<file path="src/rtl/gbr_pkg.sv">
// shared types and constants of the 3x3 rgba gaussian blur
`timescale 1ns / 1ps
package gbr_pkg;

	// field widths of the stream and the configuration port
	localparam int CHAN_W       = 8;
	localparam int ROW_W        = 16;
	localparam int COL_W        = 11;
	localparam int CFG_INDEX_W  = 1;
	localparam int CFG_DATA_W   = 16;
	localparam int CFG_WIDTH_W  = 12;
	localparam int CFG_HEIGHT_W = 16;

	// register indexes
	localparam logic [CFG_INDEX_W-1:0] REG_IMAGE_WIDTH  = 1'b0;
	localparam logic [CFG_INDEX_W-1:0] REG_IMAGE_HEIGHT = 1'b1;

	// register values after reset
	localparam logic [CFG_WIDTH_W-1:0]  IMAGE_WIDTH_RST  = 12'd640;
	localparam logic [CFG_HEIGHT_W-1:0] IMAGE_HEIGHT_RST = 16'd480;

	// queue between front and back
	localparam int QUEUE_DEPTH = 4;
	localparam int QPTR_W      = 2;
	localparam int QCNT_W      = 3;

	// input beat
	typedef struct packed {
		logic [CHAN_W-1:0] red_in;
		logic [CHAN_W-1:0] green_in;
		logic [CHAN_W-1:0] blue_in;
		logic [CHAN_W-1:0] alpha_in;
	} in_beat_t;

	// output beat
	typedef struct packed {
		logic [CHAN_W-1:0] red_out;
		logic [CHAN_W-1:0] green_out;
		logic [CHAN_W-1:0] blue_out;
		logic [CHAN_W-1:0] alpha_out;
		logic [ROW_W-1:0]  out_row;
		logic [COL_W-1:0]  out_column;
		logic              last_of_image;
	} out_beat_t;

	// one pixel, red in the low byte
	typedef struct packed {
		logic [CHAN_W-1:0] alpha;
		logic [CHAN_W-1:0] blue;
		logic [CHAN_W-1:0] green;
		logic [CHAN_W-1:0] red;
	} pixel_t;

	// one image column at the input position: two rows up, one row up, current
	typedef struct packed {
		pixel_t older;
		pixel_t recent;
		pixel_t current;
	} column_t;

	// classified pixel handed from front to back
	typedef struct packed {
		column_t          pixels;
		logic [ROW_W-1:0] row;
		logic [COL_W-1:0] column;
		logic             emit;
		logic             last_row;
		logic             last_col;
		logic             has_older;
		logic             left_is_window;
	} col_entry_t;

endpackage

</file>
<file path="src/rtl/gbr_back.sv">
// back end: 3x3 window, mirrored borders, kernel sum and output register
`timescale 1ns / 1ps
module gbr_back (
	input  logic                 clk,
	input  logic                 arst_n,
	input  logic                 head_valid,
	input  gbr_pkg::col_entry_t  head,
	output logic                 pop,
	output logic                 result_valid,
	input  logic                 result_stall,
	output gbr_pkg::out_beat_t   result
);
	import gbr_pkg::*;

	// result sequence for one column
	localparam logic [1:0] SLOT_UPPER_LEFT  = 2'd0;
	localparam logic [1:0] SLOT_LOWER_LEFT  = 2'd1;
	localparam logic [1:0] SLOT_UPPER_RIGHT = 2'd2;
	localparam logic [1:0] SLOT_LOWER_RIGHT = 2'd3;

	// kernel weights 1, 2, 4 over 16 as right shifts
	localparam int SH_CORNER = 4;
	localparam int SH_EDGE   = 3;
	localparam int SH_CENTER = 2;

	typedef struct packed {
		pixel_t top;
		pixel_t mid;
		pixel_t bot;
	} tap_col_t;

	// vertical taps for a result one row above the input row
	function automatic tap_col_t upper(column_t v, logic has_older);
		tap_col_t t;
		t.top = has_older ? v.older : v.current;
		t.mid = v.recent;
		t.bot = v.current;
		return t;
	endfunction

	// vertical taps for a result on the bottom row
	function automatic tap_col_t lower(column_t v);
		tap_col_t t;
		t.top = v.recent;
		t.mid = v.current;
		t.bot = v.recent;
		return t;
	endfunction

	// each tap truncated on its own, then summed per channel
	function automatic pixel_t blur3(tap_col_t l, tap_col_t m, tap_col_t r);
		logic [31:0] lt, lm, lb, mt, mm, mb, rt, rm, rb;
		logic [31:0] res;
		logic [9:0]  sum;
		lt = l.top;
		lm = l.mid;
		lb = l.bot;
		mt = m.top;
		mm = m.mid;
		mb = m.bot;
		rt = r.top;
		rm = r.mid;
		rb = r.bot;
		res = '0;
		for (int ch = 0; ch < 4; ch++) begin
			sum = 10'(lt[8*ch +: 8] >> SH_CORNER) + 10'(lm[8*ch +: 8] >> SH_EDGE)
			    + 10'(lb[8*ch +: 8] >> SH_CORNER) + 10'(mt[8*ch +: 8] >> SH_EDGE)
			    + 10'(mm[8*ch +: 8] >> SH_CENTER) + 10'(mb[8*ch +: 8] >> SH_EDGE)
			    + 10'(rt[8*ch +: 8] >> SH_CORNER) + 10'(rm[8*ch +: 8] >> SH_EDGE)
			    + 10'(rb[8*ch +: 8] >> SH_CORNER);
			res[8*ch +: 8] = sum[7:0];
		end
		return pixel_t'(res);
	endfunction

	logic             out_ready;
	logic             produce;
	logic             more;
	logic [1:0]       slot_q;
	logic [1:0]       next_slot;
	column_t          win_a_q;
	column_t          win_b_q;
	column_t          left;
	tap_col_t         tap_l;
	tap_col_t         tap_m;
	tap_col_t         tap_r;
	pixel_t           blurred;
	logic [ROW_W-1:0] res_row;
	logic [COL_W-1:0] res_col;
	logic             res_last;
	logic             result_valid_q;
	out_beat_t        result_q;

	assign out_ready = !result_valid_q || !result_stall;
	assign produce   = head_valid && head.emit && out_ready;
	assign pop       = head_valid && (!head.emit || (out_ready && !more));

	// the left column mirrors onto the right one at the first column
	assign left = head.left_is_window ? win_a_q : head.pixels;

	// window taps and position for the current result
	always_comb begin
		unique case (slot_q)
			SLOT_UPPER_LEFT: begin
				tap_l    = upper(left, head.has_older);
				tap_m    = upper(win_b_q, head.has_older);
				tap_r    = upper(head.pixels, head.has_older);
				res_row  = head.row - ROW_W'(1);
				res_col  = head.column - COL_W'(1);
				res_last = 1'b0;
			end
			SLOT_LOWER_LEFT: begin
				tap_l    = lower(left);
				tap_m    = lower(win_b_q);
				tap_r    = lower(head.pixels);
				res_row  = head.row;
				res_col  = head.column - COL_W'(1);
				res_last = 1'b0;
			end
			SLOT_UPPER_RIGHT: begin
				tap_l    = upper(win_b_q, head.has_older);
				tap_m    = upper(head.pixels, head.has_older);
				tap_r    = upper(win_b_q, head.has_older);
				res_row  = head.row - ROW_W'(1);
				res_col  = head.column;
				res_last = 1'b0;
			end
			SLOT_LOWER_RIGHT: begin
				tap_l    = lower(win_b_q);
				tap_m    = lower(head.pixels);
				tap_r    = lower(win_b_q);
				res_row  = head.row;
				res_col  = head.column;
				res_last = 1'b1;
			end
		endcase
	end

	assign blurred = blur3(tap_l, tap_m, tap_r);

	// next result of this column, if any
	always_comb begin
		next_slot = SLOT_UPPER_LEFT;
		more      = 1'b0;
		unique case (slot_q)
			SLOT_UPPER_LEFT: begin
				if (head.last_row) begin
					next_slot = SLOT_LOWER_LEFT;
					more      = 1'b1;
				end else if (head.last_col) begin
					next_slot = SLOT_UPPER_RIGHT;
					more      = 1'b1;
				end
			end
			SLOT_LOWER_LEFT: begin
				if (head.last_col) begin
					next_slot = SLOT_UPPER_RIGHT;
					more      = 1'b1;
				end
			end
			SLOT_UPPER_RIGHT: begin
				if (head.last_row) begin
					next_slot = SLOT_LOWER_RIGHT;
					more      = 1'b1;
				end
			end
			SLOT_LOWER_RIGHT: begin
				more = 1'b0;
			end
		endcase
	end

	// sequencer, window shift and output valid
	always_ff @(posedge clk or negedge arst_n) begin
		if (!arst_n) begin
			slot_q         <= SLOT_UPPER_LEFT;
			win_a_q        <= '0;
			win_b_q        <= '0;
			result_valid_q <= 1'b0;
		end else begin
			if (out_ready)
				result_valid_q <= produce;
			if (pop) begin
				slot_q  <= SLOT_UPPER_LEFT;
				win_a_q <= win_b_q;
				win_b_q <= head.pixels;
			end else if (produce) begin
				slot_q <= next_slot;
			end
		end
	end

	// output beat
	always_ff @(posedge clk) begin
		if (produce) begin
			result_q.red_out       <= blurred.red;
			result_q.green_out     <= blurred.green;
			result_q.blue_out      <= blurred.blue;
			result_q.alpha_out     <= blurred.alpha;
			result_q.out_row       <= res_row;
			result_q.out_column    <= res_col;
			result_q.last_of_image <= res_last;
		end
	end

	assign result_valid = result_valid_q;
	assign result       = result_q;

	// a column part way through its results stays at the head of the queue
	a_hold_head: assert property (@(posedge clk) disable iff (!arst_n)
		slot_q != SLOT_UPPER_LEFT |-> head_valid && head.emit)
		else $error("multi-beat column left the queue early");

	// the last beat of an image only comes from the bottom-right column
	a_last_pos: assert property (@(posedge clk) disable iff (!arst_n)
		produce && res_last |-> head.last_row && head.last_col)
		else $error("end of image flagged away from the corner");

endmodule

</file>
<file path="config.mk">
export PLATFORM = sky130hd
export DESIGN_NAME = gbr_back
export DESIGN_NICKNAME = d
export VERILOG_FILES = /design/src/rtl/gbr_pkg.sv /design/src/rtl/gbr_back.sv
export SDC_FILE = /design/constraint.sdc
export NUM_CORES = 1
export LEC_CHECK = 0
export ABC_AREA = 1
export BUFFER_PORTS_ARGS = -buffer_cell sky130_fd_sc_hd__buf_4
export CAP_MARGIN = 20
export CORE_AREA = 4 4 175 177
export CTS_BUF_LIST = sky130_fd_sc_hd__clkbuf_4 sky130_fd_sc_hd__clkbuf_8
export CTS_CLUSTER_SIZE = 12
export DETAILED_ROUTE_END_ITERATION = 10
export DIE_AREA = 0 0 179 181
export PLACE_DENSITY_LB_ADDON = 0.08
export SETUP_SLACK_MARGIN = 0.5
export SLEW_MARGIN = 0
export SYNTH_ARGS = -nofsm -noshare
export SYNTH_HDL_FRONTEND = slang
export SYNTH_SLANG_ARGS = --single-unit
export TNS_END_PERCENT = 30
</file>
<file path="constraint.sdc">
create_clock -name clk -period 4.1 [get_ports clk]
set_input_delay 0.82 -clock clk [delete_from_list [all_inputs] [get_ports clk]]
set_output_delay 0.82 -clock clk [all_outputs]
set_load 0.02 [all_outputs]
</file>
==> reports/qor_table.md <==
| Step | Quantity | Reported |
| --- | --- | --- |
| logic synthesis | Cells after synthesis | 2094 |
| run status | Run status | finished with violations |
| sta | Setup-violating endpoint count in the final report | 20 |
| route | DRC Markers | 0 |
| pwr | Peak supply drop | 3.073 mV |
| sta | Final Hold Viols | 0 |
| pwr | Tot Pwr | 0.02189 W |
| critical path | Total number of cells along the worst setup path | 20 |
| die | Floorplan die area | 32400 sq um |
| flow run | MaxCap Viol Count | 0 |
| logic synthesis | Syn Area/Cell | 7.550 sq um |
| cells and area | Number of nets at the end of the flow | 2760 |
| critical path | Nature of the critical path startpoint | flop |
| clock tree | Maximum buffer depth of the clock tree | 2 |
| place | Cell area after placement | 19550 sq um |
| sta | Worst-case setup margin in the final layout | -0.4934 ns |
| route | Number of violations reported at the end of detailed-routing iteration 0 | 1206 |
| min path | Classification of the worst-slack hold path | input pin to async pin |
| sta | Sum of negative setup slack | -7.846 ns |
| critical path | Critical path buffer and inverter count | 9 |
| critical path | Dominant cell type by count on the critical path | sky130_fd_sc_hd__fa_1 |
| place | Port buffer count | 165 |
| clock tree | Num Clock Sinks | 187 |
| logic synthesis | Top cell type by total area after synthesis | sky130_fd_sc_hd__dfrtp_1 |
| critical path | Launching instance or port of the critical path | slot_q[1] |
| logic synthesis | Most used flip-flop cell after synthesis | sky130_fd_sc_hd__dfrtp_1 |
| sta | Actual transition at the worst max-transition pin | 0.9318 ns |
| clock tree | Root buf cell | sky130_fd_sc_hd__clkbuf_8 |
| clock tree | CTS H-Tree Depth | 4 |
| critical path | Destination of the critical timing path | result[42] |
| sta | Max-slew violations | 0 |
| global route | Vias in the first global route | 15590 |
| place | Placed wire-length estimate | 34750 um |
| cells and area | Most common cell after layout, fill and taps aside | sky130_fd_sc_hd__nand2_1 |
| cells and area | Most frequent cells in the layout | sky130_fd_sc_hd__nand2_1 (484), sky130_fd_sc_hd__buf_4 (419), sky130_fd_sc_hd__inv_1 (316) |
| die | Height of the die | 181 um |
| route | Routed wire length | 47220 um |
| sta | Final cycle utilization of the critical path | 112.0% |
| pwr | Leakage | 10.18 nW |
| global route | Tot GR Track Use | 29.66% |
| route | Number of vias per cell | 5.445 |
| global route | GRT overflow | 0 |
| logic synthesis | Share of flip-flops with an asynchronous set or reset | 67.91% |
| cells and area | Area added between synthesis and finish | 29.06% |
| critical path | Register-to-register setup slack | -0.49 ns |
| critical path | Largest fanout on the critical path | 18 |
| global route | Pin count of the biggest net entering global routing | 227 |
| critical path | Worst Setup End Kind | flop |
| logic synthesis | Total of warnings raised by yosys | 0 |
| route | Number of detailed-route iterations in the first pass | 6 |
| critical path | Worst Reg2Reg Path Length in Cells | 20 |
| sta | Slew margin rel. | 37.88% |
| die | Die Span X | 179 um |
| die | Total number of placement rows | 63 |
| logic synthesis | Share of the yosys chip area belonging to registers | 31.50% |
| critical path | CP max stage delay | 0.52 ns |
| critical path | Standard cell with the maximum stage delay on the critical path | sky130_fd_sc_hd__dfrtp_2 |
| clock tree | Post-CTS Hold Fix Bufs | 0 |
| logic synthesis | EDFF count, synth | 60 |
| clock tree | Num CTS Buffers | 17 |
| run status | Violations in the final reports | negative setup slack |
| route | Total number of vias | 15580 |
| critical path | Required time worst endpoint | 4.35 ns |
| die | Initial standard-cell utilization of the core | 54.06% |
| cells and area | Cell area after layout | 20400 sq um |
| global route | Global-route wire length before repair | 77060 um |
| route | Average routed wire per standard cell | 16.51 um |
| critical path | Arrival @ worst endpoint | 4.85 ns |
| route | DRT antenna net count | 0 |
| global route | Antenna violations before repair | 0 |
| logic synthesis | Post-Syn Nets | 2396 |
| logic synthesis | Number of register bits inferred by synthesis | 187 |
| cells and area | Count of antenna diodes in the layout | 0 |
| die | I/O Pins | 194 |
| sta | Unrepaired setup endpoints after global routing | yes |
| die | Core box area | 29240 sq um |
| logic synthesis | Share of Yosys cell area claimed by the top area cell type | 20.10% |
| logic synthesis | Cell types occupying the most area after synthesis | sky130_fd_sc_hd__dfrtp_1 (20%), sky130_fd_sc_hd__fa_1 (15%), sky130_fd_sc_hd__nand2_1 (12%) |
| place | Last weighted congestion value of the routability-driven placer | 0.9169 |
| sta | Worst Skew | 0.02533 ns |
| critical path | Worst path cell trace | buf_6 > nor2_4 > inv_4 > buf_12 > buf_16 > buf_4 > nor2_2 > nor3_1 > fa_1 > inv_2 > fa_1 > inv_1 > fa_2 > fa_1 > inv_1 > ha_2 > inv_2 > fa_2 > o21ai_2 > xor2_1 |
| sta | Fmax achieved | 0.2177 GHz |
| critical path | Worst path top cell family by delay | adder cells |
| logic synthesis | Distinct cell type count of the synthesized netlist | 42 |
| cells and area | Ratio of cells with drive above 1 in the final layout | 24.52% |
| critical path | FF-to-FF End | result[42] |
| sta | Shortest period the worst path allows | 4.593 ns |
| critical path | Kind of critical path | flop to flop |
| logic synthesis | Cell area after technology mapping | 15810 sq um |
| pwr | Power density over the cells | 1073 nW/um^2 |
| clock tree | Clock Latency Late Sink | 0.51 ns |
| clock tree | CTS tree | yes |
| critical path | Startpoint of the worst register-to-register path | slot_q[1] |
| clock tree | Clock slew seen by the registers of the worst setup and hold paths | 0.12 ns |
[Yosys cell counts (all sizes together) (6+ instances only)]
cell / n
nand3: 46
nor2: 148
ha: 50
nand4: 13
nor3: 9
o211ai: 9
inv: 335
or2: 14
a21oi: 62
fa: 120
a31oi: 7
xnor2: 6
a22oi: 14
edfxtp: 60
o21ai: 383
nor3b: 6
o22ai: 48
dfrtp: 127
xor2: 19
buf: 57
clkbuf: 54
nand2: 491
[sequential cells by signal (all words and copies together) (netlist names)]
| signal | count |
|---|---|
| win_b_q | 68 |
| result | 60 |
| win_a_q | 56 |
| slot_q | 2 |
| result_valid | 1 |
[per-layer routing]
layer	GRT usage [%]	vias to the layer above	wire (um)
met2	48.41	628	22390
met5	0	-	0
met3	4.980	105	3330
li1	-	7445	-
met1	39.69	7400	19960
met4	11.24	0	1547
[where the power goes]
group | total (W) | internal [W] | switching [W]
Combinational | 0.0171 | 0.00796 | 0.00914
Clock | 0.00129 | 0.000504 | 0.000788
Sequential | 0.00350 | 0.00328 | 0.000217
Total | 0.0219 | 0.0117 | 0.0101
[kinds of logic (layout without fill, tap and decap cells)]
logic type | after synthesis | in the layout | share of synthesized area, %
and+or+nand+nor | 729 | 729 | 18.48
AOI/OAI and AO/OA | 537 | 537 | 18.12
buffers and inverters | 446 | 823 | 11.36
DFF | 187 | 187 | 31.50
adders and majority gates | 170 | 170 | 19.15
xor gates and xnor gates | 25 | 25 | 1.385
[area by class of cell]
class                      instances  area, sq um
fill                            2433         8841
multi-input combinational       1461         9500
inverter                         335         1270
sequential                       187         4981
clock inverter                    15        156.4
clock buffer                      17        234.0
timing repair buffer             456         3774
tap                              390        488.0
[through the flow]
| step | utilization (%) | hold WS (ns) | instances | worst slack (ns) |
|---|---|---|---|---|
| 2_1_floorplan | - | 0.4436 | 2094 | -0.5073 |
| 3_3_place_gp | 66.85 | 0.4577 | 2816 | -0.9433 |
| 3_5_place_dp | 66.85 | 0.4679 | 2816 | -1.032 |
| 4_1_cts | 69.28 | 0.3719 | 2859 | -0.4760 |
| 5_1_grt | 69.77 | 0.3986 | 2861 | -0.7088 |
| 6_report | 69.77 | 0.3629 | 2861 | -0.4934 |
[timing repair]
item	CTS	global route
endpoints found under the hold margin	0	0
resized for setup	59	36
setup endpoints to repair	28	28
pin swaps	21	16
setup buffers	10	1
cloned	1	1
[worst min path at each step]
stage | startpoint | endpoint | slack [ns]
2_1_floorplan | win_a_q[84] | win_a_q[84] | 0.44
3_3_place_gp | win_a_q[94] | win_a_q[94] | 0.46
3_5_place_dp | win_a_q[36] | win_a_q[36] | 0.47
4_1_cts | arst_n | win_b_q[5] | 0.37
5_1_grt | arst_n | win_b_q[67] | 0.40
6_report | arst_n | win_b_q[5] | 0.36
Power figures use the tool's default switching activity.
