`src/rtl/gbr_pkg.sv`:
```
// shared types and constants of the 3x3 rgba gaussian blur
`timescale 1ns / 1ps
package gbr_pkg;

	// field widths of the stream and the configuration port
	localparam int CHAN_W       = 8;
	localparam int ROW_W        = 16;
	localparam int COL_W        = 11;
	localparam int CFG_INDEX_W  = 1;
	localparam int CFG_DATA_W   = 16;
	localparam int CFG_WIDTH_W  = 12;
	localparam int CFG_HEIGHT_W = 16;

	// register indexes
	localparam logic [CFG_INDEX_W-1:0] REG_IMAGE_WIDTH  = 1'b0;
	localparam logic [CFG_INDEX_W-1:0] REG_IMAGE_HEIGHT = 1'b1;

	// register values after reset
	localparam logic [CFG_WIDTH_W-1:0]  IMAGE_WIDTH_RST  = 12'd640;
	localparam logic [CFG_HEIGHT_W-1:0] IMAGE_HEIGHT_RST = 16'd480;

	// queue between front and back
	localparam int QUEUE_DEPTH = 4;
	localparam int QPTR_W      = 2;
	localparam int QCNT_W      = 3;

	// input beat
	typedef struct packed {
		logic [CHAN_W-1:0] red_in;
		logic [CHAN_W-1:0] green_in;
		logic [CHAN_W-1:0] blue_in;
		logic [CHAN_W-1:0] alpha_in;
	} in_beat_t;

	// output beat
	typedef struct packed {
		logic [CHAN_W-1:0] red_out;
		logic [CHAN_W-1:0] green_out;
		logic [CHAN_W-1:0] blue_out;
		logic [CHAN_W-1:0] alpha_out;
		logic [ROW_W-1:0]  out_row;
		logic [COL_W-1:0]  out_column;
		logic              last_of_image;
	} out_beat_t;

	// one pixel, red in the low byte
	typedef struct packed {
		logic [CHAN_W-1:0] alpha;
		logic [CHAN_W-1:0] blue;
		logic [CHAN_W-1:0] green;
		logic [CHAN_W-1:0] red;
	} pixel_t;

	// one image column at the input position: two rows up, one row up, current
	typedef struct packed {
		pixel_t older;
		pixel_t recent;
		pixel_t current;
	} column_t;

	// classified pixel handed from front to back
	typedef struct packed {
		column_t          pixels;
		logic [ROW_W-1:0] row;
		logic [COL_W-1:0] column;
		logic             emit;
		logic             last_row;
		logic             last_col;
		logic             has_older;
		logic             left_is_window;
	} col_entry_t;

endpackage

```
`src/rtl/gbr_cfg.sv`:
```
// configuration registers and clamped image limits
`timescale 1ns / 1ps
module gbr_cfg #(
	parameter int MAX_WIDTH = 2048
) (
	input  logic                                 clk,
	input  logic                                 arst_n,
	input  logic                                 cfg_valid,
	output logic                                 cfg_ready,
	input  logic [gbr_pkg::CFG_INDEX_W-1:0]      cfg_index,
	input  logic [gbr_pkg::CFG_DATA_W-1:0]       cfg_data,
	output logic [$clog2(MAX_WIDTH)-1:0]         width_last,
	output logic [gbr_pkg::ROW_W-1:0]            height_last
);
	import gbr_pkg::*;

	localparam int AW = $clog2(MAX_WIDTH);
	localparam int CW = (AW + 1 > CFG_WIDTH_W) ? AW + 1 : CFG_WIDTH_W;

	logic [CFG_WIDTH_W-1:0]  image_width_q;
	logic [CFG_HEIGHT_W-1:0] image_height_q;
	logic [CW-1:0]           w_ext;
	logic [CW-1:0]           w_lim;
	logic [CFG_HEIGHT_W-1:0] h_lim;

	assign cfg_ready = 1'b1;

	// register writes
	always_ff @(posedge clk or negedge arst_n) begin
		if (!arst_n) begin
			image_width_q  <= IMAGE_WIDTH_RST;
			image_height_q <= IMAGE_HEIGHT_RST;
		end else if (cfg_valid && cfg_ready) begin
			unique case (cfg_index)
				REG_IMAGE_WIDTH:  image_width_q  <= cfg_data[CFG_WIDTH_W-1:0];
				REG_IMAGE_HEIGHT: image_height_q <= cfg_data[CFG_HEIGHT_W-1:0];
			endcase
		end
	end

	// width clamped to 2..MAX_WIDTH, height to at least 2
	always_comb begin
		w_ext = CW'(image_width_q);
		if (w_ext < CW'(2))
			w_lim = CW'(2);
		else if (w_ext > CW'(MAX_WIDTH))
			w_lim = CW'(MAX_WIDTH);
		else
			w_lim = w_ext;
		h_lim = (image_height_q < CFG_HEIGHT_W'(2)) ? CFG_HEIGHT_W'(2) : image_height_q;
	end

	assign width_last  = AW'(w_lim - CW'(1));
	assign height_last = ROW_W'(h_lim - CFG_HEIGHT_W'(1));

endmodule

```
`config.mk`:
```
export PLATFORM = sky130hd
export DESIGN_NAME = gbr_cfg
export DESIGN_NICKNAME = d
export VERILOG_FILES = /design/src/rtl/gbr_pkg.sv /design/src/rtl/gbr_cfg.sv
export SDC_FILE = /design/constraint.sdc
export NUM_CORES = 1
export LEC_CHECK = 0
export BUFFER_PORTS_ARGS = -buffer_cell sky130_fd_sc_hd__buf_2
export CAP_MARGIN = 40
export CORE_UTILIZATION = 30
export CTS_CLUSTER_DIAMETER = 150
export DETAILED_ROUTE_END_ITERATION = 10
export PLACE_DENSITY = 0.47
export SYNTH_ARGS = -nofsm -noshare
export SYNTH_HDL_FRONTEND = slang
export SYNTH_SLANG_ARGS = --single-unit
```
`constraint.sdc`:
```
create_clock -name clk -period 3.8 [get_ports clk]
set_input_delay 0.57 -clock clk [delete_from_list [all_inputs] [get_ports clk]]
set_output_delay 0.57 -clock clk [all_outputs]
set_load 0.02 [all_outputs]
```
==> summary.txt, run 1 <==
Synth
  – Top cells by area, synth: dfrtp_1 33%, mux2_2 18%, dfstp_2 9.4%
  – Cells after Synth: 165
  – Main synth FF type: dfrtp_1
  – Netlist Area Pre-Place: 1670 µm²
  – Mapped Nets: 187
  – Synth area leader: dfrtp_1
  – Syn Area/Cell: 10.1 µm²
  – FF+latch count, synth: 28
  – Asr flop ratio synth: 1.00
  – Yosys cell types: 37
  – Synthesis warning total: 0
  – Sequential share of the synthesized area: 0.423
  – Synth top area share: 0.329
  – Post-synth EDFFs: 0

Finish
  – Fillers: 560
  – Area of the multi-input gates: 923 µm²
  – Area growth syn-to-layout: 22.1%
  – Register area: 708 µm²
  – ANT cells: 0
  – Final instance area: 2040 µm²
  – Share of post-route cells with drive strength above 1: 0.438
  – Nets: 233

Die
  – Full die area: 5880 µm²
  – Initial Utilization: 0.319
  – DIE HEIGHT: 76.7 µm
  – Die X: 76.7 µm
  – Core box area: 5240 µm²
  – Row count: 26
  – Boundary pin count: 48

Route
  – Wirelength per Cell: 14.1 µm
  – DRC: 0
  – Drt first pass iters: 4
  – Vias: 1403
  – Post-DRT Antenna Nets: 0
  – Vias/cell: 5.01
  – 1st-iter DRT viols: 35
  – Post-Route WL: 3.94 mm

Flow run
  – Max Cap Viol: 0

Clocking
  – Clock-pin slew on the worst setup and hold paths: 100 ps
  – Clock sink count: 28
  – Post-CTS Setup Inserts: 0
  – Htree depth: 1
  – Num CTS Buffers: 3
  – TritonCTS clock tree: done
  – Worst skew pair latency: 270 ps
  – Clock tree buffer depth: 2
  – Root buf cell: clkbuf_8

Worst setup path
  – Reg2reg setup slack: 2850 ps
  – Crit-path max FO: 9
  – Setup CP Type: flip-flop to output port
  – Reg2Reg Depth: 2
  – Worst r2r src: image_width_q[11]
  – Data required time of the critical path: 3230 ps
  – Crit start category: flip-flop
  – Setup crit end kind: output port
  – R2r endpoint: image_width_q[11]
  – CP Data Arrival Time: 2980 ps

Hold path
  – Hold Path Class: input pin to async pin

Timing
  – Count of final hold-check violations: 0
  – Pins Over Slew Limit: 0
  – Relative slew margins: 0.493
  – Measured slew at the worst slew-check pin: 759 ps
  – Post-Route Skew: 0 ps
  – Setup_tns: 0 ps
  – FMAX: 282 MHz
  – Crit share post-route: 0.933
  – # setup viols final: 0
  – Min Clock Period, post-route: 3550 ps
  – RSZ-0062 raised after global routing: no

Global route
  – Vias in the first global route: 1386
  – GRT Total Usage: 0.142
  – Largest net degree at the start of global routing: 29
  – First-pass GRT wire length: 6.80 mm
  – GRT Residual Overflow: 0
  – Initial antenna violation count: 0

Power and ir drop
  – Pwr dens: 448 nW/µm²
  – Worst IR Drop VDD: 0.225 mV
  – Pleak: 0.000875 µW

Place
  – RD Place Congestion: 0.831
  – Detailed placement HPWL: 3.05 mm
  – Placed cell area: 1980 µm²
  – PortBufs: 46

Run status
  – Status: completed
-- per-stage QoR --
step	setup slack, ps	util	std cells	hold WS, ps	power, µW
2_1_floorplan	250	-	165	274	624
5_1_grt	9.21	0.390	280	356	980
4_1_cts	87.0	0.388	280	327	929
6_report	253	0.390	280	308	915
3_3_place_gp	551	0.376	275	533	732
3_5_place_dp	410	0.378	276	529	739
-- Yosys cell counts, types with 2 or more instances --
cell / number
mux2_2: 26
dfrtp_1: 22
nand2_1: 11
nor3_1: 11
nor2_1: 9
xor2_1: 8
o21ai_0: 7
clkbuf_1: 6
dfstp_2: 6
a21oi_1: 5
or4_1: 5
xnor2_1: 5
a31oi_1: 4
and3_1: 3
inv_1: 3
nor2b_1: 3
nor4_1: 3
o21a_1: 3
a211oi_1: 2
ha_1: 2
nand3_1: 2
o21ai_1: 2
o31ai_1: 2
or3_1: 2
-- power by group --
part           total [µW]  leakage (µW)  internal [µW]  switching (µW)
clock network         183     0.0000288           92.7            90.7
logic                 320      0.000524            137             184
registers             411      0.000322            349            62.2
-- critical path, cell delays in order, from the launching register on --
cell and delay, ps:
dfrtp_1 440, or3_1 410, or4_4 480, nor3b_2 220
o21ai_0 110, ha_1 320, nor2b_1 180, and3_1 180
nor3_1 180, buf_2 190
-- cells in the final DEF (no fill, tap or decap), types with 2 or more instances in the layout --
master    netlist  final
buf_2           1     46
mux2_2         26     26
dfrtp_1        22     22
nor3_1         11     11
nand2_1        11     11
nor2_1          9      9
xor2_1          8      8
o21ai_0         7      7
dfstp_2         6      6
xnor2_1         5      5
a21oi_1         5      5
a31oi_1         4      4
or4_1           5      4
clkbuf_8        0      4
nor4_1          3      3
and3_1          3      3
inv_1           3      3
o21a_1          3      3
nor2b_1         3      3
buf_4           1      3
or4_4           1      2
or3_1           2      2
o21ai_1         2      2
o31ai_1         2      2
nand3_1         2      2
a211oi_1        2      2
ha_1            2      2
-- layer usage --
| metal | vias to the layer above | global-route usage | wire length, µm |
|---|---|---|---|
| met1 | 677 | 0.188 | 1810 |
| met5 | - | 0 | 0 |
| li1 | 686 | - | - |
| met3 | 2 | 0.0298 | 170 |
| met2 | 38 | 0.242 | 1950 |
| met4 | 0 | 0.0173 | 8 |
-- worst max-delay path by stage --
stage	from	slack, ps	endpoint
after floorplan	image_width_q[8]	250	width_last[6]
after global placement	image_width_q[8]	550	width_last[8]
after detailed placement	image_width_q[8]	410	width_last[6]
after CTS	image_width_q[8]	90	width_last[6]
after global routing	image_width_q[8]	9	width_last[8]
final	image_width_q[8]	250	width_last[8]
-- logic make-up after synthesis --
kind of cell / Yosys count / synth area share
fa+ha+maj: 2 / 0.0150
other cells: 1 / 0.00224
mux: 26 / 0.175
xor+xnor: 13 / 0.0681
simple gates: 55 / 0.180
buf+inv: 12 / 0.0299
flops: 28 / 0.423
compound gates: 28 / 0.106
-- sequential cells by signal, summed over array words and instances (netlist names) --
signal          flops
image_height_q     16
image_width_q      12
-- layout make-up --
cell class	instances	share of cell area
multi-input cells	125	0.452
repair buffers	49	0.124
clock buffers	4	0.0270
inverters	4	0.00735
flip-flops and latches	28	0.347
well taps	70	0.0429
-- timing repair --
action | CTS | global route
hold buffers | 0 | 0
gates resized for setup | 0 | 2
endpoints found under the setup margin | 0 | 4
Power figures use the tool's default switching activity.
==> inputs of run 2 (changes only) <==
- CORE_MARGIN: unset -> 2
==> run 2 against run 1 <==
Non-clock buffer count did not move. Sequential share of layout area grew 0.15 points. Register-to-register slack barely moved.
==> summary.txt, run 2 (synthesis gave the netlist of run 1 again) <==
Finish
  – Most frequent cells in the layout: 46 x buf_2, 26 x mux2_2, 22 x dfrtp_1, 11 x nor3_1, 11 x nand2_1
  – Nets: 233
  – Max reg flops: 16
  – Share of post-route cells with drive strength above 1: 0.433
  – Top flop regs: image_height_q: 16 flops, image_width_q: 12 flops
  – Non-Filler Instances: 282
  – ANT cells: 0
  – Area growth syn-to-layout: 21.5%
  – Largest reg by FF count: image_height_q
  – Final instance area: 2030 µm²
  – Commonest non-fill, non-tap cell in the layout: buf_2

Clocking
  – TritonCTS clock tree: done
  – Worst skew pair latency: 270 ps
  – Clock-pin slew on the worst setup and hold paths: 90 ps
  – Clock sink count: 28
  – Clock tree buffer depth: 2
  – Num CTS Buffers: 3
  – Post-CTS Setup Inserts: 0
  – Root buf cell: clkbuf_8
  – Htree depth: 1

Timing
  – Crit share post-route: 0.925
  – Pins Over Slew Limit: 0
  – Relative slew margins: 0.527
  – Final hold slack: 298 ps
  – # setup viols final: 0
  – Post-Route Skew: 0 ps
  – Setup_tns: 0 ps
  – Count of final hold-check violations: 0
  – RSZ-0062 raised after global routing: no
  – Measured slew at the worst slew-check pin: 708 ps
  – FMAX: 284 MHz
  – Min Clock Period, post-route: 3520 ps

Route
  – Post-Route WL: 3.80 mm
  – 1st-iter DRT viols: 55
  – Wirelength per Cell: 13.5 µm
  – Drt first pass iters: 4
  – Vias/cell: 4.90
  – DRC: 0
  – Vias: 1381
  – Post-DRT Antenna Nets: 0

Die
  – Full die area: 6190 µm²
  – Core box area: 5440 µm²
  – Row count: 27
  – Die X: 78.7 µm
  – DIE HEIGHT: 78.7 µm
  – Initial Utilization: 0.308
  – Boundary pin count: 48

Global route
  – Initial antenna violation count: 0
  – First-pass GRT wire length: 6.87 mm
  – Largest net degree at the start of global routing: 29
  – Vias in the first global route: 1400
  – GRT Total Usage: 0.137
  – GRT Residual Overflow: 0

Worst setup path
  – Crit path buf inv count: 1
  – Crit start category: flip-flop
  – Crit-path max FO: 9
  – Setup CP Type: flip-flop to output port
  – Setup crit end kind: output port
  – Cells along the critical path: or3_1, or4_1, nor3b_2, nand3b_1, ha_2, nor2b_1, o21a_1, a211oi_1, buf_2
  – Max incr delay on CP: 530 ps
  – Critical path's slowest cell: or4_1
  – Critical path's top delay family: simple AND/OR/NAND/NOR gates
  – CP Data Arrival Time: 2950 ps
  – Reg2reg setup slack: 2860 ps
  – Data required time of the critical path: 3230 ps

Place
  – Placed cell count: 278
  – PortBufs: 46
  – Placed cell area: 1980 µm²
  – Detailed placement HPWL: 2.98 mm
  – RD Place Congestion: 0.762

Hold path
  – Hold Path Class: input pin to async pin

Power and ir drop
  – Worst IR Drop VDD: 0.180 mV
  – Pleak: 0.000866 µW
  – Pwr dens: 437 nW/µm²
  – Tot Pwr: 889 µW

Run status
  – Status: completed

Flow run
  – Max Cap Viol: 0
==> run 2: cell counts in the layout (fill, tap and decap cells not counted) <==
Identical to the previous run, type by type.
==> run 2: worst paths after layout <==
kind	start	to	depth (start not counted)
min	arst_n	image_height_q[13]	1
max	image_width_q[8]	width_last[6]	9
max in group asynchronous	arst_n	image_height_q[9]	1
min in group clk	cfg_data[15]	image_height_q[15]	2
max reg2reg	image_width_q[11]	image_width_q[11]	2
min reg2reg	image_width_q[9]	image_width_q[9]	2
==> run 2: cell type report <==
cell class,count,area [µm²]
clock buffers,4,45.0
repair buffers,49,253
fillers,557,3410
well taps,72,90.1
multi-input cells,125,922
inverters,4,15.0
flip-flops and latches,28,708
==> run 2: timing repair <==
| action | in CTS | in global routing |
|---|---|---|
| hold buffers | 0 | 0 |
| endpoints found under the setup margin | 0 | 4 |
| endpoints found under the hold margin | 0 | 0 |
| resized for setup | 0 | 2 |
==> run 2: through the flow <==
step                 util  setup slack, ps
global route        0.374             39.9
floorplan               -              250
CTS                 0.372              113
detailed placement  0.364              422
finish              0.374              284
global placement    0.363              477
==> run 2: per-layer routing <==
metal	global-route usage	part of all wire	wire length, µm	up-vias
met1	0.185	0.46	1760	669
met3	0.0287	0.044	167	2
met5	0	0	0	-
li1	-	-	-	685
met2	0.230	0.49	1860	25
met4	0.0211	0.0040	15	0
==> run 2: power by group <==
group	switching [µW]	total (µW)	internal, µW
sequential	61.4	410	349
combinational	181	318	137
clock	85.8	161	75.0
==> inputs of run 3 (changes only) <==
- CORE_MARGIN: 2 -> unset
- CTS_BUF_LIST: unset -> sky130_fd_sc_hd__clkbuf_8
- MAX_ROUTING_LAYER: unset -> met4
==> run 3 against run 2 <==
Sequential power about the same. Die area down 5.0%. Total power up 3.1%. Sequential cell count unchanged. Critical path depth unchanged. Count of clock-buffer cells in the layout unchanged. Combinational power about the same. Setup slack worse by 36 ps. Maximum frequency down 1.0%. Clock power up 16%. Critical endpoint is now width_last[8]. Largest power group unchanged.
==> summary.txt, run 3 (synthesis gave the netlist of run 1 again) <==
Global route
  – GRT Total Usage: 0.146
  – GRT busiest layer: met2
  – Largest net degree at the start of global routing: 29
  – Initial antenna violation count: 0
  – GRT Residual Overflow: 0
  – Met1 Use GR: 0.187
  – Vias in the first global route: 1387
  – Met3 GRT Util: 0.0298
  – Met2 Usage GRT: 0.242
  – First-pass GRT wire length: 6.80 mm

Clocking
  – Htree depth: 1
  – Clock sink count: 28
  – Clock tree buffer depth: 2
  – Post-CTS Setup Inserts: 0
  – Worst skew pair latency: 270 ps
  – Num CTS Buffers: 3
  – CTS hold repair buffers: 0
  – Clock-pin slew on the worst setup and hold paths: 100 ps
  – Root buf cell: clkbuf_8
  – TritonCTS clock tree: done
  – CTS resizes: 0

Finish
  – Non-Filler Instances: 280
  – Nets: 233
  – Share of post-route cells with drive strength above 1: 0.438
  – Fillers: 560
  – Register area: 708 µm²
  – Top flop regs: image_height_q: 16 flops, image_width_q: 12 flops
  – Commonest non-fill, non-tap cell in the layout: buf_2
  – ANT cells: 0
  – Final core utilization: 0.390
  – Largest reg by FF count: image_height_q
  – Max reg flops: 16
  – Final instance area: 2040 µm²
  – Area of the multi-input gates: 923 µm²
  – Most frequent cells in the layout: 46 x buf_2, 26 x mux2_2, 22 x dfrtp_1, 11 x nor3_1, 11 x nand2_1
  – Area growth syn-to-layout: 22.1%

Place
  – Placed cell count: 276
  – RD Place Congestion: 0.844
  – Detailed placement HPWL: 3.05 mm
  – PortBufs: 46
  – Placed cell area: 1980 µm²

Timing
  – Count of final hold-check violations: 0
  – FMAX: 282 MHz
  – Setup_tns: 0 ps
  – Pins Over Slew Limit: 0
  – Crit share post-route: 0.935
  – RSZ-0062 raised after global routing: no
  – # setup viols final: 0
  – Post-Route Skew: 0 ps
  – Measured slew at the worst slew-check pin: 754 ps
  – Relative slew margins: 0.496
  – Min Clock Period, post-route: 3550 ps

Route
  – Post-DRT Antenna Nets: 0
  – DRC: 0
  – Wirelength per Cell: 14.0 µm
  – Post-Route WL: 3.93 mm
  – Drt first pass iters: 4
  – Vias: 1405
  – Vias/cell: 5.02
  – 1st-iter DRT viols: 35

Flow run
  – Max Cap Viol: 0

Worst setup path
  – Crit-path max FO: 9
  – CP Data Arrival Time: 2980 ps
  – Crit start category: flip-flop
  – Setup CP Type: flip-flop to output port
  – Setup crit end kind: output port
  – Data required time of the critical path: 3230 ps

Power and ir drop
  – Worst IR Drop VDD: 0.226 mV
  – Tot Pwr: 916 µW
  – Pleak: 0.000875 µW
  – Pwr dens: 449 nW/µm²

Die
  – Row count: 26
  – Boundary pin count: 48
  – DIE HEIGHT: 76.7 µm
  – Die X: 76.7 µm
  – Full die area: 5880 µm²
  – Initial Utilization: 0.319
  – Core box area: 5240 µm²

Hold path
  – Hold Path Class: input pin to async pin

Run status
  – Status: completed
==> run 3: cell counts in the layout (fill, tap and decap cells not counted) <==
Identical to the previous run, type by type.
==> run 3: cell type report <==
cell class,instances,area share
multi-input cells,125,0.452
flip-flops and latches,28,0.347
repair buffers,49,0.124
well taps,70,0.0429
clock buffers,4,0.0270
inverters,4,0.00735
==> run 3: power breakdown <==
part | internal, µW | switching [µW] | leakage, µW
sequential | 349 | 62.1 | 0.000322
clock | 92.8 | 92.8 | 0.0000288
combinational | 137 | 184 | 0.000524
total | 578 | 338 | 0.000875
==> run 3: worst paths after layout <==
kind,from,end,slack (ps),cells past startpoint
setup reg to reg,image_width_q[11],image_width_q[11],2840,2
setup / recovery,image_width_q[8],width_last[8],250,9
min in group clk,cfg_data[9],image_width_q[9],520,3
max in group asynchronous,arst_n,image_width_q[10],3070,1
hold reg to reg,image_width_q[9],image_width_q[9],540,2
hold / removal,arst_n,image_height_q[12],300,1
==> run 3: critical path, stage by stage, from the launching register on <==
cell,delay [ps]
dfrtp_1,440
or3_1,410
or4_4,480
nor3b_2,220
o21ai_0,110
ha_1,320
nor2b_1,180
and3_1,180
nor3_1,180
buf_2,190
==> run 3: routing by layer <==
layer	share of wire	routed length, µm
met5	0	0
met4	0.0031	12
met3	0.041	161
met2	0.50	1950
met1	0.46	1800
==> run 3: stage by stage <==
step,hold WS (ps),setup slack [ps]
3_5_place_dp,529,410
5_1_grt,356,11.4
2_1_floorplan,274,250
3_3_place_gp,533,551
6_report,305,248
4_1_cts,327,87.0
