--- src/rtl/gbr_pkg.sv ---
// shared types and constants of the 3x3 rgba gaussian blur
`timescale 1ns / 1ps
package gbr_pkg;

	// field widths of the stream and the configuration port
	localparam int CHAN_W       = 8;
	localparam int ROW_W        = 16;
	localparam int COL_W        = 11;
	localparam int CFG_INDEX_W  = 1;
	localparam int CFG_DATA_W   = 16;
	localparam int CFG_WIDTH_W  = 12;
	localparam int CFG_HEIGHT_W = 16;

	// register indexes
	localparam logic [CFG_INDEX_W-1:0] REG_IMAGE_WIDTH  = 1'b0;
	localparam logic [CFG_INDEX_W-1:0] REG_IMAGE_HEIGHT = 1'b1;

	// register values after reset
	localparam logic [CFG_WIDTH_W-1:0]  IMAGE_WIDTH_RST  = 12'd640;
	localparam logic [CFG_HEIGHT_W-1:0] IMAGE_HEIGHT_RST = 16'd480;

	// queue between front and back
	localparam int QUEUE_DEPTH = 4;
	localparam int QPTR_W      = 2;
	localparam int QCNT_W      = 3;

	// input beat
	typedef struct packed {
		logic [CHAN_W-1:0] red_in;
		logic [CHAN_W-1:0] green_in;
		logic [CHAN_W-1:0] blue_in;
		logic [CHAN_W-1:0] alpha_in;
	} in_beat_t;

	// output beat
	typedef struct packed {
		logic [CHAN_W-1:0] red_out;
		logic [CHAN_W-1:0] green_out;
		logic [CHAN_W-1:0] blue_out;
		logic [CHAN_W-1:0] alpha_out;
		logic [ROW_W-1:0]  out_row;
		logic [COL_W-1:0]  out_column;
		logic              last_of_image;
	} out_beat_t;

	// one pixel, red in the low byte
	typedef struct packed {
		logic [CHAN_W-1:0] alpha;
		logic [CHAN_W-1:0] blue;
		logic [CHAN_W-1:0] green;
		logic [CHAN_W-1:0] red;
	} pixel_t;

	// one image column at the input position: two rows up, one row up, current
	typedef struct packed {
		pixel_t older;
		pixel_t recent;
		pixel_t current;
	} column_t;

	// classified pixel handed from front to back
	typedef struct packed {
		column_t          pixels;
		logic [ROW_W-1:0] row;
		logic [COL_W-1:0] column;
		logic             emit;
		logic             last_row;
		logic             last_col;
		logic             has_older;
		logic             left_is_window;
	} col_entry_t;

endpackage

--- src/rtl/gbr_queue.sv ---
// short queue of classified columns between front and back
`timescale 1ns / 1ps
module gbr_queue (
	input  logic                        clk,
	input  logic                        arst_n,
	input  logic                        push,
	input  gbr_pkg::col_entry_t         push_entry,
	input  logic                        pop,
	output logic                        head_valid,
	output gbr_pkg::col_entry_t         head,
	output logic [gbr_pkg::QCNT_W-1:0]  q_count
);
	import gbr_pkg::*;

	col_entry_t        store_q [QUEUE_DEPTH];
	logic [QPTR_W-1:0] wr_ptr_q;
	logic [QPTR_W-1:0] rd_ptr_q;
	logic [QCNT_W-1:0] count_q;

	// pointers and fill level
	always_ff @(posedge clk or negedge arst_n) begin
		if (!arst_n) begin
			wr_ptr_q <= '0;
			rd_ptr_q <= '0;
			count_q  <= '0;
		end else begin
			if (push)
				wr_ptr_q <= wr_ptr_q + QPTR_W'(1);
			if (pop)
				rd_ptr_q <= rd_ptr_q + QPTR_W'(1);
			count_q <= count_q + QCNT_W'(push) - QCNT_W'(pop);
		end
	end

	// entry storage
	always_ff @(posedge clk) begin
		if (push)
			store_q[wr_ptr_q] <= push_entry;
	end

	assign head       = store_q[rd_ptr_q];
	assign head_valid = count_q != '0;
	assign q_count    = count_q;

	a_no_overflow: assert property (@(posedge clk) disable iff (!arst_n)
		push |-> count_q < QCNT_W'(QUEUE_DEPTH))
		else $error("column queue overflow");

	a_no_underflow: assert property (@(posedge clk) disable iff (!arst_n)
		pop |-> count_q != '0)
		else $error("column queue underflow");

	a_count_step: assert property (@(posedge clk) disable iff (!arst_n)
		push && !pop |=> count_q == $past(count_q) + QCNT_W'(1))
		else $error("column queue count out of step");

endmodule

--- config.mk ---
export PLATFORM = sky130hd
export DESIGN_NAME = gbr_queue
export DESIGN_NICKNAME = d
export VERILOG_FILES = /design/src/rtl/gbr_pkg.sv /design/src/rtl/gbr_queue.sv
export SDC_FILE = /design/constraint.sdc
export NUM_CORES = 1
export LEC_CHECK = 0
export BUFFER_PORTS_ARGS = -buffer_cell sky130_fd_sc_hd__buf_2
export CAP_MARGIN = 20
export CORE_ASPECT_RATIO = 0.5
export CORE_MARGIN = 3
export CORE_UTILIZATION = 61
export DETAILED_ROUTE_END_ITERATION = 8
export GPL_ROUTABILITY_DRIVEN = 0
export PLACE_DENSITY_LB_ADDON = 0.05
export SLEW_MARGIN = 15
export SYNTH_ARGS = -nofsm -noshare
export SYNTH_HDL_FRONTEND = slang
export SYNTH_SLANG_ARGS = --single-unit
--- constraint.sdc ---
create_clock -name clk -period 6 [get_ports clk]
set_input_delay 1.2 -clock clk [delete_from_list [all_inputs] [get_ports clk]]
set_output_delay 1.2 -clock clk [all_outputs]
set_load 0.005 [all_outputs]
==> results of run 1 <==
-- power groups by stage --
stage / combinational [uW] / sequential, uW / clock, uW
floorplan: 1860 / 4990 / 0
global placement: 2760 / 5100 / 0
detailed placement: 2760 / 5140 / 0
CTS: 2780 / 5070 / 2590
global route: 2920 / 5130 / 2740
finish: 2680 / 5050 / 2530
-- final cells by class --
cell class              count  area [um2]  share of cell area, %
diodes                      4        10.0                 0.0458
clock buffers              58        1170                   5.38
inverters                   6        22.5                  0.103
multi-input cells         148        3080                   14.1
repair buffers            276        1430                   6.53
clock inverters            18        81.3                  0.372
flip-flops and latches    519       15600                   71.2
well taps                 391         489                   2.24
-- metal layers --
metal	vias up	wire [um]	GRT usage, %
met4	6	615	5.69
li1	3622	-	-
met2	202	17400	35.0
met3	48	1910	4.92
met1	4292	13100	26.9
met5	-	34	0
-- flip-flops by register name (all words and copies together) (netlist names) --
name,flops
rd_ptr_q,2
q_count,3
wr_ptr_q,2
store_q,512
-- cells in the final DEF (no fill, tap or decap) --
| cell type | synthesis | routed |
|---|---|---|
| clkinv_2 | 0 | 8 |
| clkbuf_16 | 0 | 45 |
| xnor2_1 | 3 | 3 |
| clkbuf_1 | 2 | 13 |
| dfrtp_4 | 0 | 2 |
| edfxtp_1 | 512 | 512 |
| fa_1 | 1 | 1 |
| diode_2 | 0 | 4 |
| ha_1 | 6 | 6 |
| buf_4 | 1 | 12 |
| o21ai_0 | 1 | 1 |
| buf_2 | 15 | 263 |
| nand2_1 | 2 | 2 |
| or3_1 | 1 | 1 |
| dfrtp_1 | 7 | 5 |
| xor2_1 | 2 | 2 |
| clkinv_1 | 0 | 9 |
| buf_12 | 0 | 1 |
| inv_1 | 6 | 6 |
| and2_4 | 0 | 4 |
| clkinvlp_4 | 0 | 1 |
| mux4_2 | 128 | 128 |
-- cells by family (layout without fill, tap and decap cells) --
group | after synthesis | after routing
AO/OA/AOI/OAI | 1 | 1
XOR/XNOR | 5 | 5
adder cells (fa/ha/maj) | 7 | 7
buffers and inverters | 35 | 358
flip-flops | 519 | 519
multiplexers | 128 | 128
other | 0 | 4
AND/OR/NAND/NOR | 7 | 7
-- worst max-delay path: stages, from the launching register on --
cell and delay (ns):
dfrtp_4 1.06, buf_4 0.60, mux4_2 0.43, buf_2 0.15
-- path summary, 6_finish.rpt --
kind / end / slack (ns) / depth (start not counted)
setup / recovery: head[16] / 1.97 / 3
hold / removal: q_count[1] / 0.49 / 1
setup reg to reg: store_q[0][87] / 3.48 / 4
hold reg to reg: wr_ptr_q[0] / 0.55 / 1
max in group asynchronous: rd_ptr_q[0] / 5.32 / 1
min in group clk: wr_ptr_q[0] / 0.55 / 1
-- through the flow --
step / instance area (um2) / power, uW / setup slack [ns]
2_1_floorplan: 18900 / 6850 / 1.37
3_3_place_gp: 20600 / 7860 / 2.42
3_5_place_dp: 20600 / 7900 / 2.42
4_1_cts: 21800 / 10400 / 1.84
5_1_grt: 21800 / 10800 / 1.70
6_report: 21800 / 10300 / 1.97
==> impl_metrics.py, run 1 <==
metrics = {
    "outcome": {
        "status": "complete, no violations",
    },
    "global_route": {
        "overflow": 0,
        "grt_pass1_vias": 8522,
        "grt_max_degree": 68,
        "grt_pass1_wl_um": 49800,
        "grt_usage_pct": 20.4,
        "grt_antenna_before_repair": 7,
    },
    "sta": {
        "hold_viol": 0,
        "skew_ns": 0.00959,
        "setup_viol": 0,
        "whs_ns": 0.494,
        "finalCritPeriodShare_pct": 67.1,
        "period_needed_ns": 4.03,
        "worstMarginPinSlew_ns": 1.05,
        "setup_tns_ns": 0,
        "rsz0062_at_grt": "false",
        "slew_headroom_pct": 29.9,
        "fmax_ghz": 0.248,
        "maxSlewViolCount": 0,
    },
    "cells_and_area": {
        "final_cells": 1420,
        "fillers": 1727,
        "postLayoutCoreUtil_pct": 73.5,
        "num-nets-final": 1133,
        "drive_gt1_share_pct": 45.3,
        "syn_to_final_growth_pct": 15.8,
    },
    "floorplanning": {
        "row_count": 44,
        "coreArea_um2": 29700,
        "die_area_um2": 33200,
        "pin_count": 264,
        "initial_utilization_pct": 63.4,
        "die_h_um": 130,
        "dieWidth_um": 255,
    },
    "logic_synthesis": {
        "synth-simple-area-share_pct": 0.206,
        "synth_adder_area_share_pct": 0.504,
        "syn_inst": 702,
        "ys_async_sr_fraction_pct": 1.35,
        "yosys.area.top_type": "edfxtp_1",
        "yosys.cell_count.top_type": "edfxtp_1",
        "synthFlopType": "edfxtp_1",
        "synth_compound_area_share_pct": 0.0265,
        "synth_area_um2": 18900,
        "yosysTopAreaCellShare_pct": 81.5,
        "ys_top_cells_by_count": "edfxtp_1, mux4_2, buf_2",
        "ys_ff_latch": 519,
        "synth_nets": 841,
        "synth_xor_area_share_pct": 0.232,
        "yosys_warnings": 0,
        "synth.area.top_cells": "edfxtp_1, mux4_2, dfrtp_1, buf_6, buf_2",
        "synth_top_family_by_area": "multiplexers",
        "syn_avg_cell_area_um2": 26.9,
        "ys_seq_area_share_pct": 82.5,
        "synth_edf_count": 512,
        "synth_mux_area_share_pct": 15.3,
        "synth_cell_types": 17,
    },
    "setup_path": {
        "path_class": "reg2out",
        "worstSetupStartpoint": "rd_ptr_q[1]",
        "required_ns": 4.80,
        "worstSetupEndpointType": "output pin",
        "startpoint_type": "flop",
        "arrival_ns": 2.83,
        "r2r_start": "wr_ptr_q[0]",
        "path_max_fanout": 65,
    },
    "clock_tree": {
        "clk_latency_ns": 0.54,
        "clockBufferDepth": 3,
        "cts_tree": "yes",
        "cts_hold_buf": 0,
        "cts_resized": 0,
        "post_cts.repair.setup_buffers": 0,
        "cts-root-buf": "clkbuf_16",
        "cts.clk_slew.worst_paths_ns": 0.06,
        "cts_made_buffers": 43,
        "cts_sinks": 519,
        "h-tree-depth": 2,
    },
    "place": {
        "place_inst": 1340,
        "io_buffers": 263,
        "dpl.hpwl_um": 19500,
    },
    "pwr": {
        "p_seq_share_pct": 49.2,
        "power_leakage_uw": 0.00744,
        "internal_power_uw": 7490,
        "pwr-share-comb_pct": 26.2,
        "switching_power_uw": 2770,
        "switching_share_pct": 27.0,
        "p_per_area_nw_per_um2": 470,
        "ir_drop_mv": 0.251,
        "power_frac_clock_pct": 24.6,
    },
    "routing": {
        "via_per_inst": 5.75,
        "drtAntennaViolNets": 0,
        "wl_um": 33100,
        "wl_per_cell_um": 23.3,
        "firstDrtPassIters": 4,
        "vias": 8170,
        "drt_iter0_drc": 474,
        "route.detailed.drc": 0,
    },
    "worst_hold_path": {
        "hold_path_class": "in2async",
    },
    "flow_run": {
        "drv_cap": 0,
    },
}
Note: power is estimated with default switching activity, not from simulation.
==> inputs of run 2 (changes only) <==
- CORE_UTILIZATION: 61 -> 51
- clock period: 6 -> 3.6 ns (I/O delays scaled with it)
==> run 2 against run 1 <==
Effect of this change:
- utilization is 12 points lower
- clock skew is 0.0014 ns higher
- design area is 2.3% higher
- total power is 73% higher
- worst setup slack worse by 1.4 ns
- final cell count is 7.5% higher
- sequential cell count stayed put
- register-to-register slack worse by 1.9 ns
- critical endpoint is now head[1]
- highest routed layer unchanged
==> impl_metrics.py, run 2 (synthesis gave the netlist of run 1 again) <==
metrics = {
    "outcome": {
        "status": "complete, no violations",
    },
    "global_route": {
        "grt_pass1_wl_um": 53900,
        "grt_antenna_before_repair": 5,
        "grt_max_degree": 57,
        "grt_pass1_vias": 8940,
        "grt_usage_pct": 18.2,
        "overflow": 0,
    },
    "cells_and_area": {
        "drive_gt1_share_pct": 45.5,
        "largest_register": "store_q",
        "layout_common_cells": "edfxtp_1, buf_2, mux4_2",
        "fillers": 2561,
        "num-nets-final": 1144,
        "multi_input_area_um2": 3080,
        "layout_commonest_cell": "edfxtp_1",
        "syn_to_final_growth_pct": 18.4,
        "largest_register_ffs": 512,
        "postLayoutCoreUtil_pct": 61.7,
        "final-seq-area_um2": 15600,
    },
    "setup_path": {
        "startpoint_type": "flop",
        "path_max_fanout": 25,
        "max_stage_delay_ns": 0.82,
        "arrival_ns": 2.34,
        "required_ns": 2.88,
        "r2r_cells": 4,
        "path_class": "reg2out",
        "r2r_start": "wr_ptr_q[1]",
        "crit_chain": "buf_12, mux4_2, buf_2",
        "worstSetupEndpointType": "output pin",
        "reg2reg_slack_ns": 1.61,
        "timing.rr.end": "store_q[0][113]",
        "critPathSlowestCell": "dfrtp_4",
    },
    "clock_tree": {
        "cts.clk_slew.worst_paths_ns": 0.07,
        "clockBufferDepth": 3,
        "cts_sinks": 519,
        "clk_latency_ns": 0.55,
        "cts_made_buffers": 45,
        "cts_tree": "yes",
        "cts-root-buf": "clkbuf_16",
        "h-tree-depth": 2,
    },
    "routing": {
        "wl_per_cell_um": 23.1,
        "drt_iter0_drc": 625,
        "met1_length_um": 14700,
        "route.detailed.drc": 0,
        "via_per_inst": 5.41,
        "firstDrtPassIters": 6,
        "wl_um": 35200,
        "vias": 8259,
        "met2_length_um": 18300,
        "drtAntennaViolNets": 0,
        "met3_length_um": 1530,
        "routed.top_layer": "met5",
    },
    "floorplanning": {
        "row_count": 49,
        "dieWidth_um": 278,
        "die_area_um2": 39500,
        "coreArea_um2": 36200,
        "die_h_um": 142,
        "pin_count": 264,
        "initial_utilization_pct": 52.1,
    },
    "place": {
        "io_buffers": 263,
        "dpl.hpwl_um": 21200,
    },
    "worst_hold_path": {
        "hold_path_class": "in2reg",
        "min_from": "push_entry[38]",
        "hold_path_end": "store_q[1][38]",
        "whs_path_depth": 1,
    },
    "sta": {
        "rsz0062_at_grt": "false",
        "period_needed_ns": 3.06,
        "skew_ns": 0.0110,
        "maxSlewViolCount": 0,
        "finalCritPeriodShare_pct": 84.9,
        "setup_tns_ns": 0,
        "worstMarginPinSlew_ns": 0.593,
        "slew_headroom_pct": 60.5,
        "hold_viol": 0,
        "setup_viol": 0,
        "fmax_ghz": 0.327,
    },
    "pwr": {
        "p_per_area_nw_per_um2": 795,
        "ir_drop_mv": 0.402,
        "power_leakage_uw": 0.00759,
    },
    "flow_run": {
        "drv_cap": 0,
    },
}
## run 2: cell count changes in the layout (fill, tap and decap cells not counted), sizes merged
cell	change
buf	+8
bufinv	+2
clkbuf	+1
clkinv	+1
clkinvlp	-1
dlygate4sd3	+1
inv	+1
## run 2: worst max-delay path by stage
stage | slack (ns) | endpoint | cells after the start | startpoint
CTS | 0.45 | head[13] | 3 | rd_ptr_q[0]
global placement | 1.05 | head[26] | 3 | rd_ptr_q[0]
floorplan | 0.85 | store_q[1][0] | 1 | push
detailed placement | 1.04 | head[13] | 3 | rd_ptr_q[0]
finish | 0.54 | head[1] | 3 | rd_ptr_q[0]
global route | 0.39 | head[11] | 3 | rd_ptr_q[0]
## run 2: through the flow
| step | total power [uW] | worst slack (ns) | cells | cell area (um2) | hold WS (ns) |
|---|---|---|---|---|---|
| 2_1_floorplan | 11300 | 0.848 | 702 | 18900 | 0.424 |
| 3_3_place_gp | 13500 | 1.05 | 1441 | 20900 | 0.519 |
| 3_5_place_dp | 13500 | 1.04 | 1441 | 20900 | 0.531 |
| 4_1_cts | 18100 | 0.446 | 1522 | 22300 | 0.342 |
| 5_1_grt | 18700 | 0.393 | 1526 | 22300 | 0.349 |
| 6_report | 17700 | 0.544 | 1526 | 22300 | 0.382 |
## run 2: power breakdown
part / switching [uW] / internal, uW
clock network: 2020 / 2520
logic: 2410 / 2520
registers: 385 / 7890
## run 2: per-layer routing
layer,vias up,GRT usage [%]
li1,3649,-
met1,4387,24.3
met2,168,31.0
met3,53,3.85
met4,2,5.21
met5,-,0
## run 2: critical path, delay by kind of cell, from the launching register on
family / cells / cell delay, ns
buffers and inverters: 2 / 0.44
DFF: 1 / 0.82
muxes: 1 / 0.53
## run 2: timing repair
action / in CTS / in global routing
endpoints found under the hold margin: 7 / 0
setup buffers: 0 / 0
hold buffers: 1 / 0
resized for setup: 0 / 0
setup endpoints to repair: 0 / 0
## run 2: layout make-up
type / instances / share of cell area (%)
Inverter: 6 / 0.101
Clock inverter: 21 / 0.633
Sequential cell: 519 / 69.7
Clock buffer: 59 / 5.47
Timing Repair Buffer: 285 / 7.60
Antenna cell: 4 / 0.0448
Tap cell: 484 / 2.71
Multi-Input combinational cell: 148 / 13.8
==> inputs of run 3 (changes only) <==
- ABC_AREA: unset -> 1
- CORE_UTILIZATION: 51 -> 53
- clock period: 3.6 -> 2.8 ns (I/O delays scaled with it)
==> run 3 against run 2 <==
Effect of this change:
- sequential cell count unchanged
- combinational power up 83%
- register-to-register slack worse by 0.79 ns
- sequential power up 27%
- sequential share of layout area down 8.5 points
==> impl_metrics.py, run 3 <==
metrics = {
    "sta": {
        "setup_tns_ns": 0,
        "skew_ns": 0.00778,
        "finalCritPeriodShare_pct": 95.6,
        "rsz0062_at_grt": "true",
        "whs_ns": 0.216,
        "hold_viol": 0,
        "fmax_ghz": 0.373,
        "maxSlewViolCount": 0,
        "setup_viol": 0,
        "worstMarginPinSlew_ns": 0.736,
        "slew_headroom_pct": 50.9,
        "period_needed_ns": 2.68,
    },
    "cells_and_area": {
        "num-nets-final": 2459,
        "layout_common_cells": "nand2_1, inv_1, edfxtp_1",
        "design_area_um2": 25400,
        "largest_register_ffs": 512,
        "syn_to_final_growth_pct": 15.6,
        "drive_gt1_share_pct": 15.9,
        "largest_register": "store_q",
        "layout_commonest_cell": "nand2_1",
        "fillers": 3239,
        "final_cells": 2891,
    },
    "global_route": {
        "grt_antenna_before_repair": 5,
        "grt_pass1_vias": 13100,
        "grt_pass1_wl_um": 69800,
        "overflow": 0,
        "grt_usage_pct": 20.4,
        "grt_max_degree": 129,
    },
    "clock_tree": {
        "h-tree-depth": 2,
        "cts_made_buffers": 46,
        "cts-root-buf": "clkbuf_16",
        "cts_sinks": 519,
        "cts.clk_slew.worst_paths_ns": 0.06,
        "cts_tree": "yes",
        "clockBufferDepth": 3,
        "clk_latency_ns": 0.55,
    },
    "setup_path": {
        "cpMostUsedCell": "nand2_1",
        "arrival_ns": 2.12,
        "crit_chain": "inv_16, buf_12, nand2_1, nand3_1, nand2_1, buf_2",
        "path_max_fanout": 69,
        "startpoint_type": "flop",
        "max_stage_delay_ns": 0.62,
        "path_class": "reg2out",
        "worstSetupEndpointType": "output pin",
        "critPathSlowestCell": "dfrtp_4",
        "required_ns": 2.24,
    },
    "floorplanning": {
        "dieWidth_um": 294,
        "coreArea_um2": 40700,
        "die_area_um2": 44100,
        "row_count": 52,
        "initial_utilization_pct": 54.1,
        "die_h_um": 150,
        "pin_count": 264,
    },
    "logic_synthesis": {
        "syn_avg_cell_area_um2": 10.7,
        "ys_ff_latch": 519,
        "synth_area_um2": 22000,
        "yosys_warnings": 0,
        "ys_async_sr_fraction_pct": 1.35,
        "yosys.area.top_type": "edfxtp_1",
        "ys_top_cells_by_count": "nand2_1, inv_1, edfxtp_1",
        "yosysTopAreaCellShare_pct": 69.9,
        "synth_nets": 2190,
        "synth.area.top_cells": "edfxtp_1, nand2_1, inv_1, nand3_1, buf_6",
        "synth_edf_count": 512,
        "synth_cell_types": 14,
        "synthFlopType": "edfxtp_1",
        "yosys.cell_count.top_type": "nand2_1",
        "syn_inst": 2051,
        "ys_seq_area_share_pct": 70.7,
    },
    "place": {
        "post_dp_cell_area_um2": 24000,
        "dpl.hpwl_um": 26900,
        "io_buffers": 263,
        "place_inst": 2811,
    },
    "pwr": {
        "p_per_area_nw_per_um2": 999,
        "power_leakage_uw": 0.0119,
        "ir_drop_mv": 0.864,
    },
    "routing": {
        "via_per_inst": 4.73,
        "wl_per_cell_um": 15.6,
        "vias": 13700,
        "drtAntennaViolNets": 0,
        "route.detailed.drc": 0,
        "drt_iter0_drc": 780,
        "firstDrtPassIters": 5,
        "wl_um": 45000,
    },
    "flow_run": {
        "drv_cap": 0,
    },
    "worst_hold_path": {
        "hold_path_class": "in2reg",
    },
    "outcome": {
        "status": "complete, no violations",
    },
}
-- run 3: final timing paths --
kind | startpoint | to | slack (ns) | cells past startpoint
setup / recovery | rd_ptr_q[0] | head[4] | 0.12 | 6
hold / removal | push_entry[89] | store_q[3][89] | 0.22 | 1
setup reg to reg | wr_ptr_q[0] | store_q[3][69] | 0.82 | 4
hold reg to reg | q_count[1] | q_count[2] | 0.54 | 2
max in group asynchronous | arst_n | rd_ptr_q[1] | 2.22 | 2
min in group asynchronous | arst_n | q_count[0] | 0.38 | 2
-- run 3: layout make-up --
class | count | area (um2) | area share [%]
inverters | 526 | 2010 | 7.90
well taps | 540 | 676 | 2.66
clock inverters | 20 | 111 | 0.438
flip-flops and latches | 519 | 15600 | 61.2
clock buffers | 55 | 1250 | 4.91
diodes | 4 | 10.0 | 0.0394
repair buffers | 307 | 1920 | 7.56
multi-input cells | 920 | 3890 | 15.3
-- run 3: logic make-up (layout without fill, tap and decap cells) --
family	Yosys count	in the layout	share of synthesized area (%)
flip-flops	519	519	70.7
adder cells (fa/ha/maj)	7	7	0.432
AO/OA/AOI/OAI	1	1	0.0227
other	0	4	0
XOR/XNOR	3	3	0.119
AND/OR/NAND/NOR	909	909	17.0
buffers and inverters	612	908	11.7
-- run 3: worst max-delay path, delay by kind of cell (launching register included) --
family | cells | cell delay [ns]
and+or+nand+nor | 3 | 0.24
buffers and inverters | 3 | 0.68
DFF | 1 | 0.62
-- run 3: what timing repair did --
item / 4_1_cts / 5_1_grt
hold buffers: 1 / 0
gates resized for setup: 1 / 3
endpoints found under the hold margin: 7 / 0
setup endpoints to repair: 18 / 17
setup buffers: 0 / 0
-- run 3: routing by layer --
layer	up-vias	GRT usage (%)	part of all wire, %
li1	6929	-	-
met1	6461	26.2	43
met2	219	36.3	51
met3	63	3.49	4.1
met4	4	5.15	1.8
met5	-	0	0.062
-- run 3: through the flow --
stage | total power [uW] | worst slack [ns] | utilization (%)
after floorplan | 16300 | -0.244 | -
after global placement | 19700 | 0.590 | 59.1
after detailed placement | 19800 | 0.566 | 59.1
after CTS | 25800 | 0.0621 | 62.5
after global routing | 27200 | -0.00763 | 62.5
final | 25400 | 0.122 | 62.5
-- run 3: where the power goes --
group | internal, uW | switching, uW | total, uW
clock network | 3240 | 2670 | 5910
logic | 3190 | 5790 | 8980
registers | 10100 | 357 | 10500
total | 16600 | 8820 | 25400
